File: config.mk
export PLATFORM = sky130hd
export DESIGN_NAME = polyline_line_rasterizer_top
export DESIGN_NICKNAME = d
export VERILOG_FILES = /design/src/rtl/core/plr_pkg.sv /design/src/rtl/core/plr_front.sv /design/src/rtl/core/plr_fifo.sv /design/src/rtl/core/plr_walker.sv /design/src/rtl/core/polyline_line_rasterizer_top.sv
export VERILOG_INCLUDE_DIRS = /design/src /design/src/rtl/core
export SDC_FILE = /design/constraint.sdc
export NUM_CORES = 2
export LEC_CHECK = 0
export ABC_CLOCK_PERIOD_IN_PS = 8000
export BUFFER_PORTS_ARGS = -buffer_cell sky130_fd_sc_hd__buf_2
export CORE_MARGIN = 3
export CORE_UTILIZATION = 40
export CTS_CLUSTER_SIZE = 30
export DETAILED_ROUTE_END_ITERATION = 8
export GPL_ROUTABILITY_DRIVEN = 0
export SETUP_SLACK_MARGIN = 0.2
export SLEW_MARGIN = 5
export SYNTH_ARGS = -nofsm -noshare
export SYNTH_HDL_FRONTEND = slang
export SYNTH_HIERARCHICAL = 1
export SYNTH_SLANG_ARGS = --single-unit
File: constraint.sdc
create_clock -name clk -period 8 [get_ports clk]
set_input_delay 0.4 -clock clk [delete_from_list [all_inputs] [get_ports clk]]
set_output_delay 0.4 -clock clk [all_outputs]
set_load 0.03 [all_outputs]
File: src/rtl/core/assert_macros.svh
// Assertion helpers shared by the rasterizer RTL.
// Define ASSERT_OFF to compile the checks out.
`ifndef ASSERT_MACROS_SVH
`define ASSERT_MACROS_SVH

`ifndef ASSERT_OFF

// Property must hold at every clock edge outside reset.
`define ASSERT_AT(lbl, clk, rst_n, prop) \
  lbl: assert property (@(posedge clk) disable iff (!rst_n) (prop)) \
    else $error("assertion failed");

// Condition must never be seen outside reset.
`define ASSERT_NEVER(lbl, clk, rst_n, cond) \
  lbl: assert property (@(posedge clk) disable iff (!rst_n) !(cond)) \
    else $error("forbidden condition seen");

`else

`define ASSERT_AT(lbl, clk, rst_n, prop)
`define ASSERT_NEVER(lbl, clk, rst_n, cond)

`endif

`endif

File: src/rtl/core/plr_pkg.sv
package plr_pkg;

  localparam int CoordW   = 24;
  localparam int ScaleW   = 16;
  localparam int SizeW    = 7;
  localparam int PixW     = 6;
  localparam int CharW    = 8;
  localparam int CfgIdxW  = 3;
  localparam int CfgDataW = 24;

  // Segment queue between the vertex front end and the line walker.
  localparam int QueueDepth = 4;
  localparam int QueuePtrW  = $clog2(QueueDepth);

  typedef enum logic [CfgIdxW-1:0] {
    CFG_ORIGIN_X  = 3'd0,
    CFG_ORIGIN_Y  = 3'd1,
    CFG_SCALE     = 3'd2,
    CFG_COL_LIMIT = 3'd3,
    CFG_ROW_LIMIT = 3'd4,
    CFG_LINE_CHAR = 3'd5
  } cfg_idx_t;

  localparam logic [CoordW-1:0] OriginRst = '0;
  localparam logic [ScaleW-1:0] ScaleRst  = 16'd256;
  localparam logic [SizeW-1:0]  SizeRst   = 7'd64;
  localparam logic [CharW-1:0]  CharRst   = 8'd35;

  typedef struct packed {
    logic signed [CoordW-1:0] world_x;
    logic signed [CoordW-1:0] world_y;
    logic                     new_polyline;
  } vertex_in_t;

  typedef struct packed {
    logic [PixW-1:0]  pixel_x;
    logic [PixW-1:0]  pixel_y;
    logic [CharW-1:0] pixel_char;
    logic             last_pixel;
  } pixel_out_t;

  typedef struct packed {
    logic [CoordW-1:0] origin_x;
    logic [CoordW-1:0] origin_y;
    logic [ScaleW-1:0] scale;
    logic [SizeW-1:0]  col_limit;
    logic [SizeW-1:0]  row_limit;
    logic [CharW-1:0]  line_char;
  } cfg_regs_t;

  // One classified vertex: canvas cell, whether it starts a polyline,
  // and the character to draw with.
  typedef struct packed {
    logic [PixW-1:0]  col;
    logic [PixW-1:0]  row;
    logic             start;
    logic [CharW-1:0] char_code;
  } seg_cmd_t;

endpackage

File: src/rtl/core/plr_front.sv
`include "assert_macros.svh"

module plr_front #(
  parameter int MAX_CANVAS = 64,
  parameter int FRAC_BITS  = 8
) (
  input  logic               clk,
  input  logic               rst_n,
  input  plr_pkg::cfg_regs_t cfg,
  input  logic               in_valid,
  output logic               in_ready,
  input  plr_pkg::vertex_in_t in_data,
  output logic               cmd_valid,
  input  logic               cmd_ready,
  output plr_pkg::seg_cmd_t  cmd_data
);
  import plr_pkg::*;

  localparam int DiffW = CoordW + 1;
  localparam int ProdW = DiffW + ScaleW + 1;
  localparam int Shift = FRAC_BITS + 8;
  localparam logic [SizeW-1:0] MaxLim = SizeW'(MAX_CANVAS);

  // Stage 1: offset and scale. Stage 2: truncate, clamp and classify.
  logic                    s1_v_r, s2_v_r;
  logic signed [ProdW-1:0] px_r, py_r;
  logic                    s1_new_r;
  logic                    have_prev_r;
  seg_cmd_t                s2_cmd_r;

  logic                    s1_ready, s2_ready;
  logic signed [DiffW-1:0] diff_x, diff_y;
  logic signed [ScaleW:0]  scale_s;
  logic signed [ProdW-1:0] px_nxt, py_nxt;
  logic [PixW-1:0]         col_nxt, row_nxt;

  function automatic logic [SizeW-1:0] size_limit(input logic [SizeW-1:0] reg_val);
    logic [SizeW-1:0] n;
    n = reg_val;
    if (n == '0) n = SizeW'(1);
    if (n > MaxLim) n = MaxLim;
    return n;
  endfunction

  function automatic logic [PixW-1:0] to_cell(input logic signed [ProdW-1:0] p,
                                              input logic [SizeW-1:0] size_reg);
    logic [SizeW-1:0] lim;
    logic [ProdW-1:0] c;
    lim = size_limit(size_reg);
    c   = $unsigned(p) >> Shift;
    if (p[ProdW-1]) return '0;
    if (c >= ProdW'(lim)) return PixW'(lim - SizeW'(1));
    return c[PixW-1:0];
  endfunction

  assign s2_ready = !s2_v_r || cmd_ready;
  assign s1_ready = !s1_v_r || s2_ready;
  assign in_ready = s1_ready;

  assign diff_x  = DiffW'(in_data.world_x) - DiffW'($signed(cfg.origin_x));
  assign diff_y  = DiffW'(in_data.world_y) - DiffW'($signed(cfg.origin_y));
  assign scale_s = $signed({1'b0, cfg.scale});
  assign px_nxt  = ProdW'(diff_x) * ProdW'(scale_s);
  assign py_nxt  = ProdW'(diff_y) * ProdW'(scale_s);

  assign col_nxt = to_cell(px_r, cfg.col_limit);
  assign row_nxt = to_cell(py_r, cfg.row_limit);

  always_ff @(posedge clk) begin
    if (!rst_n) begin
      s1_v_r      <= 1'b0;
      s2_v_r      <= 1'b0;
      have_prev_r <= 1'b0;
    end else begin
      if (s1_ready) s1_v_r <= in_valid;
      if (s2_ready) s2_v_r <= s1_v_r;
      if (s2_ready && s1_v_r) have_prev_r <= 1'b1;
    end
  end

  always_ff @(posedge clk) begin
    if (s1_ready && in_valid) begin
      px_r     <= px_nxt;
      py_r     <= py_nxt;
      s1_new_r <= in_data.new_polyline;
    end
    if (s2_ready && s1_v_r) begin
      s2_cmd_r.col       <= col_nxt;
      s2_cmd_r.row       <= row_nxt;
      s2_cmd_r.start     <= s1_new_r || !have_prev_r;
      s2_cmd_r.char_code <= cfg.line_char;
    end
  end

  assign cmd_valid = s2_v_r;
  assign cmd_data  = s2_cmd_r;

  // Input is held off only while a product waits behind a stalled stage 2.
  `ASSERT_AT(a_front_stall_cause, clk, rst_n, !in_ready |-> (s1_v_r && s2_v_r && !cmd_ready))

endmodule

File: src/rtl/core/plr_fifo.sv
`include "assert_macros.svh"

module plr_fifo (
  input  logic              clk,
  input  logic              rst_n,
  input  logic              push_valid,
  output logic              push_ready,
  input  plr_pkg::seg_cmd_t push_data,
  output logic              pop_valid,
  input  logic              pop_ready,
  output plr_pkg::seg_cmd_t pop_data
);
  import plr_pkg::*;

  seg_cmd_t             mem_r [QueueDepth];
  logic [QueuePtrW-1:0] wr_ptr_r, rd_ptr_r;
  logic [QueuePtrW:0]   count_r;
  logic                 do_push, do_pop;

  assign push_ready = (count_r != (QueuePtrW+1)'(QueueDepth));
  assign pop_valid  = (count_r != '0);
  assign do_push    = push_valid && push_ready;
  assign do_pop     = pop_valid && pop_ready;
  assign pop_data   = mem_r[rd_ptr_r];

  always_ff @(posedge clk) begin
    if (!rst_n) begin
      wr_ptr_r <= '0;
      rd_ptr_r <= '0;
      count_r  <= '0;
    end else begin
      if (do_push) wr_ptr_r <= wr_ptr_r + QueuePtrW'(1);
      if (do_pop)  rd_ptr_r <= rd_ptr_r + QueuePtrW'(1);
      if (do_push && !do_pop) count_r <= count_r + (QueuePtrW+1)'(1);
      else if (do_pop && !do_push) count_r <= count_r - (QueuePtrW+1)'(1);
    end
  end

  always_ff @(posedge clk) begin
    if (do_push) mem_r[wr_ptr_r] <= push_data;
  end

  // Occupancy always agrees with the pointer distance.
  `ASSERT_AT(a_fifo_ptr_count, clk, rst_n,
             (wr_ptr_r - rd_ptr_r) == count_r[QueuePtrW-1:0])

endmodule

File: src/rtl/core/plr_walker.sv
`include "assert_macros.svh"

module plr_walker (
  input  logic               clk,
  input  logic               rst_n,
  input  logic               cmd_valid,
  output logic               cmd_ready,
  input  plr_pkg::seg_cmd_t  cmd_data,
  output logic               out_valid,
  input  logic               out_ready,
  output plr_pkg::pixel_out_t out_data
);
  import plr_pkg::*;

  localparam int ErrW = PixW + 3;
  localparam int E2W  = ErrW + 1;

  typedef enum logic [1:0] {
    W_IDLE = 2'b01,
    W_WALK = 2'b10
  } walk_state_t;

  walk_state_t          state_r, state_nxt;
  logic [PixW-1:0]      prev_col_r, prev_row_r;
  logic [PixW-1:0]      x_r, y_r, x2_r, y2_r;
  logic [PixW-1:0]      dx_r, dy_r;
  logic                 sx_neg_r, sy_neg_r;
  logic signed [ErrW-1:0] err_r;
  logic [CharW-1:0]     char_r;
  logic                 out_valid_r;
  pixel_out_t           out_data_r;

  logic                 emit, done;
  logic signed [E2W-1:0] e2, dx_s, dy_s;
  logic signed [ErrW-1:0] err_nxt;
  logic [PixW-1:0]      x_nxt, y_nxt;
  logic [PixW-1:0]      init_dx, init_dy;

  assign emit = (state_r == W_WALK) && (!out_valid_r || out_ready);
  assign done = (x_r == x2_r) && (y_r == y2_r);
  assign cmd_ready = (state_r == W_IDLE);

  assign init_dx = (cmd_data.col > prev_col_r) ? cmd_data.col - prev_col_r
                                               : prev_col_r - cmd_data.col;
  assign init_dy = (cmd_data.row > prev_row_r) ? cmd_data.row - prev_row_r
                                               : prev_row_r - cmd_data.row;

  // One Bresenham step; both tests use the doubled error from before the step.
  always_comb begin
    dx_s    = $signed({{(E2W-PixW){1'b0}}, dx_r});
    dy_s    = $signed({{(E2W-PixW){1'b0}}, dy_r});
    e2      = E2W'(err_r) <<< 1;
    err_nxt = err_r;
    x_nxt   = x_r;
    y_nxt   = y_r;
    if (e2 > -dy_s) begin
      err_nxt = err_nxt - ErrW'(dy_s);
      x_nxt   = sx_neg_r ? x_r - PixW'(1) : x_r + PixW'(1);
    end
    if (e2 < dx_s) begin
      err_nxt = err_nxt + ErrW'(dx_s);
      y_nxt   = sy_neg_r ? y_r - PixW'(1) : y_r + PixW'(1);
    end
  end

  always_comb begin
    state_nxt = state_r;
    case (state_r)
      W_IDLE: begin
        if (cmd_valid && !cmd_data.start) state_nxt = W_WALK;
      end
      W_WALK: begin
        if (emit && done) state_nxt = W_IDLE;
      end
      default: state_nxt = W_IDLE;
    endcase
  end

  always_ff @(posedge clk) begin
    if (!rst_n) begin
      state_r     <= W_IDLE;
      out_valid_r <= 1'b0;
      prev_col_r  <= '0;
      prev_row_r  <= '0;
    end else begin
      state_r <= state_nxt;
      if (emit) out_valid_r <= 1'b1;
      else if (out_ready) out_valid_r <= 1'b0;
      if (state_r == W_IDLE && cmd_valid) begin
        prev_col_r <= cmd_data.col;
        prev_row_r <= cmd_data.row;
      end
    end
  end

  always_ff @(posedge clk) begin
    if (state_r == W_IDLE && cmd_valid && !cmd_data.start) begin
      x_r      <= prev_col_r;
      y_r      <= prev_row_r;
      x2_r     <= cmd_data.col;
      y2_r     <= cmd_data.row;
      dx_r     <= init_dx;
      dy_r     <= init_dy;
      sx_neg_r <= !(prev_col_r < cmd_data.col);
      sy_neg_r <= !(prev_row_r < cmd_data.row);
      err_r    <= ErrW'($signed({3'b000, init_dx})) - ErrW'($signed({3'b000, init_dy}));
      char_r   <= cmd_data.char_code;
    end else if (emit && !done) begin
      x_r   <= x_nxt;
      y_r   <= y_nxt;
      err_r <= err_nxt;
    end
    if (emit) begin
      out_data_r.pixel_x    <= x_r;
      out_data_r.pixel_y    <= y_r;
      out_data_r.pixel_char <= char_r;
      out_data_r.last_pixel <= done;
    end
  end

  assign out_valid = out_valid_r;
  assign out_data  = out_data_r;

  // The walk moves at most one cell per axis per pixel.
  `ASSERT_AT(a_walk_unit_step_x, clk, rst_n,
             (emit && !done) |=> (x_r == $past(x_r) || x_r == $past(x_r) + PixW'(1) ||
                                  x_r == $past(x_r) - PixW'(1)))
  `ASSERT_AT(a_walk_unit_step_y, clk, rst_n,
             (emit && !done) |=> (y_r == $past(y_r) || y_r == $past(y_r) + PixW'(1) ||
                                  y_r == $past(y_r) - PixW'(1)))
  // A walk never ends without handing out a flagged final pixel.
  `ASSERT_AT(a_walk_ends_flagged, clk, rst_n,
             (state_r == W_WALK && state_nxt == W_IDLE) |=> (out_valid_r && out_data_r.last_pixel))

endmodule

File: src/rtl/core/polyline_line_rasterizer_top.sv
// Polyline rasterizer: maps world-space vertices to canvas cells and draws
// each polyline segment as a Bresenham line, one pixel word per cycle when not stalled.
// Input channel (in_valid/in_ready/in_data): one vertex word per handshake.
// A vertex with new_polyline set, or the first vertex after reset, is only
// stored and produces no output. Every other vertex draws from the stored
// cell to its own cell, both ends included, and last_pixel marks the end.
// Output channel (out_valid/out_ready/out_data): one pixel word per handshake.
// Configuration port: cfg_we writes cfg_wdata into register cfg_index at the
// clock edge; write it only while no vertex is in flight.
// The first pixel of a segment is offered once its vertex has passed the
// two front-end stages, the segment queue and the walker set-up in W_IDLE.
// A segment holds the walker for that set-up and one step per pixel, with
// up to 64 pixels on a 64-cell canvas; the walker's one-pixel-per-cycle
// step loop sets the throughput. The front end keeps accepting vertices
// into a four-entry queue while a line is drawn.
// When the receiver stalls, the pixel stays in the output register and the
// walker pauses; the queue then fills and in_ready drops.
// Reset (synchronous, rst_n low) restores the register defaults, empties the
// pipeline and the queue, and forgets the stored vertex.
module polyline_line_rasterizer_top #(
  parameter int MAX_CANVAS = 64,
  parameter int FRAC_BITS  = 8
) (
  input  logic                          clk,
  input  logic                          rst_n,
  input  logic                          in_valid,
  output logic                          in_ready,
  input  plr_pkg::vertex_in_t           in_data,
  output logic                          out_valid,
  input  logic                          out_ready,
  output plr_pkg::pixel_out_t           out_data,
  input  logic                          cfg_we,
  input  logic [plr_pkg::CfgIdxW-1:0]   cfg_index,
  input  logic [plr_pkg::CfgDataW-1:0]  cfg_wdata
);
  import plr_pkg::*;

  cfg_regs_t cfg_r;
  logic      cmd_valid_f, cmd_ready_f;
  seg_cmd_t  cmd_data_f;
  logic      cmd_valid_q, cmd_ready_q;
  seg_cmd_t  cmd_data_q;

  // Register file. Writes to indexes beyond the list fall through the
  // default arm and change nothing.
  always_ff @(posedge clk) begin
    if (!rst_n) begin
      cfg_r.origin_x  <= OriginRst;
      cfg_r.origin_y  <= OriginRst;
      cfg_r.scale     <= ScaleRst;
      cfg_r.col_limit <= SizeRst;
      cfg_r.row_limit <= SizeRst;
      cfg_r.line_char <= CharRst;
    end else if (cfg_we) begin
      case (cfg_index)
        CFG_ORIGIN_X:  cfg_r.origin_x  <= cfg_wdata[CoordW-1:0];
        CFG_ORIGIN_Y:  cfg_r.origin_y  <= cfg_wdata[CoordW-1:0];
        CFG_SCALE:     cfg_r.scale     <= cfg_wdata[ScaleW-1:0];
        CFG_COL_LIMIT: cfg_r.col_limit <= cfg_wdata[SizeW-1:0];
        CFG_ROW_LIMIT: cfg_r.row_limit <= cfg_wdata[SizeW-1:0];
        CFG_LINE_CHAR: cfg_r.line_char <= cfg_wdata[CharW-1:0];
        default: ;
      endcase
    end
  end

  // Front end: scale, clamp and classify each vertex.
  plr_front #(
    .MAX_CANVAS(MAX_CANVAS),
    .FRAC_BITS (FRAC_BITS)
  ) u_front (
    .clk      (clk),
    .rst_n    (rst_n),
    .cfg      (cfg_r),
    .in_valid (in_valid),
    .in_ready (in_ready),
    .in_data  (in_data),
    .cmd_valid(cmd_valid_f),
    .cmd_ready(cmd_ready_f),
    .cmd_data (cmd_data_f)
  );

  // Queue of classified vertices so the front end can run ahead of drawing.
  plr_fifo u_fifo (
    .clk       (clk),
    .rst_n     (rst_n),
    .push_valid(cmd_valid_f),
    .push_ready(cmd_ready_f),
    .push_data (cmd_data_f),
    .pop_valid (cmd_valid_q),
    .pop_ready (cmd_ready_q),
    .pop_data  (cmd_data_q)
  );

  // Back end: holds the stored cell and walks each segment pixel by pixel.
  plr_walker u_walker (
    .clk      (clk),
    .rst_n    (rst_n),
    .cmd_valid(cmd_valid_q),
    .cmd_ready(cmd_ready_q),
    .cmd_data (cmd_data_q),
    .out_valid(out_valid),
    .out_ready(out_ready),
    .out_data (out_data)
  );

endmodule

### After elaboration in Yosys (flattened, before gate mapping)

Memory sizes are Yosys's and may differ from the RTL's. A register that Yosys moved wholly into a read port is not among the register bits.
Cells that the tools add are included.
Widths: inputs -> output; s select.

| word-level totals | value |
|---|---|
| register bits after elaboration | 293 |
| bits in writable memories | 84 |
| output and inout port bits | 23 |
| word-level logic and storage cells | 169 |
| memories | 1 |

Memories:

| name | depth | width | read ports | clocked after memory_dff | wr ports | RTL line | source |
|---|---|---|---|---|---|---|---|
| u_fifo.mem_r | 4 | 21 | 1 | 1 | 1 | plr_fifo.sv:15 | `seg_cmd_t mem_r [QueueDepth];` |

| cells by class | value |
|---|---|
| add/sub/neg operators | 20 |
| multipliers | 2 |
| $lt $le $gt $ge | 10 |
| equality and inequality tests | 12 |
| mux-type cells | 43 |
| reduce and logical (&&, ||, !) cells | 44 |

Operators by type and width:

| operator | number |
|---|---|
| $mux 6 | 18 |
| $mul 25x17->42 | 2 |
| $ge 26x7->1 | 2 |
| $sub 24x24->25 | 2 |
| $mux 9 | 4 |
| $mux 7 | 4 |
| $sub 6x1->6 const B | 4 |
| $sub 6x6->6 | 4 |
| $reduce_and 2->1 | 9 |
| $gt 7x7->1 const B | 2 |
| $logic_not 7->1 | 2 |
| $add 6x1->6 const B | 2 |
| $eq 6x6->1 | 2 |
| $gt 6x6->1 | 2 |
| $logic_and 1x1->1 | 12 |
| $lt 6x6->1 | 2 |
| $gt 10x10->1 | 1 |
| $logic_not 1->1 | 10 |
| $lt 10x7->1 | 1 |
| $mux 1 | 10 |
| $neg 6->10 | 1 |
| $reduce_bool 2->1 | 5 |
| $add 9x7->9 | 1 |
| $sub 9x7->9 | 1 |
| 18 further kinds | 28 |

### Logic depth before layout (Yosys ltp)

| logic depth | value |
|---|---|
| word-level depth | 9 |
| gate-level depth with buffers | 37 |

### By module

Netlist, hierarchy kept.

By module, submodules not included:

| module | instances | cells each | area an instance (um2) | seq. area each (um2) |
|---|---|---|---|---|
| plr_front | 1 | 3,732 | 33,761.1 | 2,282.2 |
| plr_walker | 1 | 551 | 6,003.3 | 2,582.5 |
| plr_fifo | 1 | 157 | 3,534.6 | 2,702.6 |
| polyline_line_rasterizer_top | 1 | 318 | 3,264.4 | 1,721.7 |

### Worst setup path after synthesis

OpenSTA, ideal clock, no wires.

| timing | value |
|---|---|
| path kind | input port to flip-flop |
| start point | input in_data[25] (netlist bit) |
| end point | register u_front.px_r[40] (data pin) |
| arrival time | 8.005 ns |
| required time | 7.742 ns |
| slack | -0.262 ns |
| cell stages on the path | 34 |
| path buffers | 1 |
| path through | inv_1 > ha_1 > fa_1 > nor2b_1 > o21ai_1 > a21boi_1 > o21ai_1 > a21bo_2 > a21oi_4 > a21o_1 > a21oi_1 > xnor2_1 > clkbuf_1 > nand2_1 > fa_1 > inv_1 > fa_1 > fa_1 > fa_1 > fa_1 > inv_1 > fa_1 > inv_1 > ha_1 > a211o_1 > a21bo_1 > o22a_1 > and3_4 > a2111oi_4 > a211oi_2 > a41oi_2 > nand2b_2 > a21oi_2 > xnor2_1 |

| on the way | value |
|---|---|
| longest elaborated chain between the ends | 2 |

RTL lines:

| what | RTL line | source |
|---|---|---|
| start: declaration | polyline_line_rasterizer_top.sv:28 | `input plr_pkg::vertex_in_t in_data,` |
| $sub 24x24->25 | plr_front.sv:60 | `assign diff_x = DiffW'(in_data.world_x) - DiffW'($signed(cfg.origin_x));` |
| $mul 25x17->42 | plr_front.sv:63 | `assign px_nxt = ProdW'(diff_x) * ProdW'(scale_s);` |
| via u_front.px_nxt[40] | plr_front.sv:34 | `logic signed [ProdW-1:0] px_nxt, py_nxt;` |
| end signal: assignment | plr_front.sv:83 | `px_r <= px_nxt;` |
| end: declaration | plr_front.sv:26 | `logic signed [ProdW-1:0] px_r, py_r;` |

The timed path passes the listed nets, and every way through them passes these cells.
A chain may end at the register's enable or synchronous reset.

### Worst setup path after layout

| timing | value |
|---|---|
| start point | register cfg_r[38] (netlist bit) |
| end point | register u_front.py_r[40] (data pin) |

| on the way | value |
|---|---|
| longest elaborated chain between the ends | 2 |

RTL lines:

| what | RTL line | source |
|---|---|---|
| start: declaration | polyline_line_rasterizer_top.sv:38 | `cfg_regs_t cfg_r;` |
| $sub 24x24->25 | plr_front.sv:61 | `assign diff_y = DiffW'(in_data.world_y) - DiffW'($signed(cfg.origin_y));` |
| $mul 25x17->42 | plr_front.sv:64 | `assign py_nxt = ProdW'(diff_y) * ProdW'(scale_s);` |
| via u_front.py_nxt[40] | plr_front.sv:34 |  |
| end signal: assignment | plr_front.sv:84 | `py_r <= py_nxt;` |
| end: declaration | plr_front.sv:26 |  |

The timed path passes the listed nets, and every way through them passes these cells.

==> flow_summary_export.csv <==
group,metric,value,unit
final_layout,synthToLayoutAreaGrowth,18.0,%
placement,post-place-ws,-866,ps
die,die_area,121000,sq um
detailed_routing,final_antenna_net_count,0,
yosys,synth_area_leader_cell,"fa_1",
clocking,cts.hold.buffers_added,0,
final_layout,drive_above_1_share,19.0,%
yosys,synth_common_cells,"1038 x inv_1, 790 x fa_1, 674 x nand2_1",
clocking,cts-root-buf,"clkbuf_16",
yosys,synth.distinct_cells,105,
final_layout,fill_cells,10800,
die,fp.dieH,347,um
yosys,synth_ff_type,"edfxtp_1",
worst_setup_path,critPathArrivalTime,8640,ps
power,p_leak,26.1,nW
detailed_routing,wl_met3,5070,um
final_layout,fin_nets,6431,
timing,worst_clock_skew,25.6,ps
global_route,antenna_found_initial,1,
clocking,clock-sinks,347,
die,start_util,40.5,%
worst_setup_path,reg2reg_to,"u_front/py_r[40]",
yosys,synth_fa_ha_area_share,43.0,%
clocking,clkLatencyLatePin,570,ps
detailed_routing,viasPerCell,4.94,
die,row_count,124,
yosys,syn_area_per_cell,9.79,sq um
placement,dpl.hpwl,95300,um
detailed_routing,routedWlPerCell,17.5,um
min_path,hold_start,"in_data[0]",
worst_setup_path,cpPeakStageDelay,530,ps
detailed_routing,wirelength,118000,um
global_route,grt_max_degree,88,
yosys,synthSimpleGateAreaFrac,14.2,%
global_route,grt_pass1_vias,35800,
timing,final_min_period_over_clock_period,104,%
die,die_width,347,um
run_status,status,"finished with violations",
die,ios,104,
timing,period_needed,8350,ps
clocking,htreeDepth,2,
worst_setup_path,start_kind,"flop",
clocking,cts_buffers,37,
worst_setup_path,crit_buf_inv,7,
yosys,async_flop_share,0,%
worst_setup_path,r2r_setup_slack,-350,ps
worst_setup_path,cpMaxStageDelayCell,"fa_1",
yosys,synth_mux_area_share,3.79,%
yosys,ys_seq_area_share,19.9,%
power,p_total,11.0,mW
worst_setup_path,crit_required,8290,ps
timing,final-setup-viol-count,25,
yosys,syn-instance-count,4758,
detailed_routing,highest_layer,"met4",
timing,relSlewSlack,23.5,%
detailed_routing,route.vias.total,33500,
die,coreArea,115000,sq um
min_path,holdPathStages,1,
placement,dp_cells,6622,
detailed_routing,wl_met2,56500,um
min_path,hold_path.class,"primary input to flop",
global_route,grt.overflow.total,0,
timing,worst_slack,-349,ps
yosys,synth-seq-cells,347,
global_route,grt_pass1_wl,192000,um
detailed_routing,route.detailed.drc,0,
yosys,ys_top_cells_by_area,"fa_1 34%, edfxtp_1 15%, ha_1 9.0%, inv_1 8.4%, nand2_1 5.4%",
worst_setup_path,cp_top_family,"adder cells",
yosys,syn_nets,5965,
yosys,synth_xor_area_share,2.91,%
detailed_routing,dr.pass1.iters,5,
power,power.density,199,nW/um^2
detailed_routing,dr.first_iter.drc_count,1775,
worst_setup_path,worstSetupPathType,"flop to flop",
timing,fmax,120,MHz
power,peakVddDrop,0.190,mV
worst_setup_path,rr_worst_depth,36,
min_path,worstHoldEndpoint,"u_front/s1_new_r",
clocking,cts_tree,"done",
detailed_routing,wirelength_met1,52700,um
global_route,grt_usage,20.1,%
yosys,synth_top_family_by_area,"adder cells",
worst_setup_path,crit_top_cell,"fa_1",
timing,grt_setup_unrepaired,"yes",
yosys,yosysTopAreaCellShare,34.0,%
placement,portBuffers,103,
worst_setup_path,timing.rr.start,"cfg_r[38]",
yosys,synth_most_common_cell,"inv_1",
timing,slew_viol_final,0,
yosys,yosysWarnings,6,
run,drv_cap,0,
final_layout,fin_cells,6766,
timing,worst_slew_pin_slew,1140,ps
yosys,synth-compound-area-share,6.02,%
clocking,cts_max_path_buffers,3,
timing,finalHoldViolCount,0,
yosys,synth_edf_count,234,
clocking,clk_pin_slew,70,ps
yosys,syn_area,46600,sq um
run_status,violations,"negative setup slack",
worst_setup_path,end_kind,"flop",
worst_setup_path,cp_max_fo,4,
## registers in the layout, summed over array words and instances (netlist names), 2 cells and up, named ones only
name / cells
cfg_r: 86
u_fifo/mem_r: 84
u_front/px_r: 26
u_front/py_r: 26
u_front/cmd_data: 21
u_walker/out_data: 21
u_walker/err_r: 9
u_walker/char_r: 8
u_walker/dx_r: 6
u_walker/dy_r: 6
u_walker/prev_col_r: 6
u_walker/prev_row_r: 6
u_walker/x2_r: 6
u_walker/x_r: 6
u_walker/y2_r: 6
u_walker/y_r: 6
u_fifo/count_r: 3
u_fifo/rd_ptr_r: 2
u_fifo/wr_ptr_r: 2
u_walker/state_r: 2
## layout make-up
type	count	area (sq um)	share of cell area, %
flip-flops and latches	347	9320	17.0
multi-input cells	3183	33700	61.3
well taps	1512	1890	3.44
diodes	1	2.50	0.00455
inverters	1040	3910	7.11
clock buffers	56	1120	2.04
clock inverters	12	164	0.298
repair buffers	615	4850	8.82
## logic make-up after synthesis
kind of cell / after synthesis
compound gates: 397
xor+xnor: 152
fa+ha+maj: 1126
buf+inv: 1228
flops: 347
mux: 146
simple gates: 1362
## worst reg2reg max path, delay by kind of cell (launching register included)
| kind | cells | cell delay [ps] |
|---|---|---|
| DFF | 1 | 350 |
| adders and majority gates | 9 | 3490 |
| xor gates and xnor gates | 1 | 130 |
| buffers and inverters | 7 | 590 |
| and+or+nand+nor | 6 | 1050 |
| AOI/OAI and AO/OA | 13 | 2460 |
## worst max path at each step
stage / cells after the start / from / end / slack [ps]
after CTS: 35 / cfg_r[62] / u_front/px_r[39] / -250
final: 36 / cfg_r[38] / u_front/py_r[40] / -350
after detailed placement: 37 / in_data[1] / u_front/py_r[40] / -870
after global routing: 36 / cfg_r[38] / u_front/py_r[40] / -650
after floorplan: 34 / in_data[25] / u_front/px_r[40] / 160
after global placement: 36 / in_data[1] / u_front/py_r[40] / -840
## layer usage
metal	up-vias	global-route usage [%]
met3	178	2.15
met5	-	0
met2	700	33.9
li1	15600	-
met4	0	6.31
met1	17000	27.3
## timing repair
| action | 4_1_cts | 5_1_grt |
|---|---|---|
| endpoints found under the setup margin | 42 | 49 |
| cloned | 1 | 0 |
| gates resized for setup | 176 | 119 |
| pin swaps | 107 | 113 |
| setup buffers | 46 | 28 |
## cell usage in the layout (no fill, tap or decap), drive strengths merged, types with 39 or more instances in the layout
master	n
fa	790
edfxtp	234
a21o	50
a21oi	117
nor2	103
xor2	40
buf	614
xnor2	111
o21ai	67
nand2b	48
ha	336
dfxtp	113
nand3	39
inv	1039
and2	310
nor2b	70
mux2i	106
clkbuf	56
nand2	674
## stage by stage
step	hold slack [ps]	setup TNS, ps	utilization (%)	cell area (sq um)
floorplan	400	0	-	46700
global placement	402	-14490	45.1	51900
detailed placement	407	-16540	45.1	51900
CTS	33.1	-2220	47.2	54300
global route	32.8	-13640	47.8	55000
finish	72.7	-3890	47.8	55000
## where the power goes
part | total (mW) | internal, mW | switching (mW)
combinational | 6.40 | 2.97 | 3.43
clock | 1.79 | 1.05 | 0.746
sequential | 2.75 | 2.47 | 0.279
total | 11.0 | 6.49 | 4.46
(Power assumes the default switching activity.)
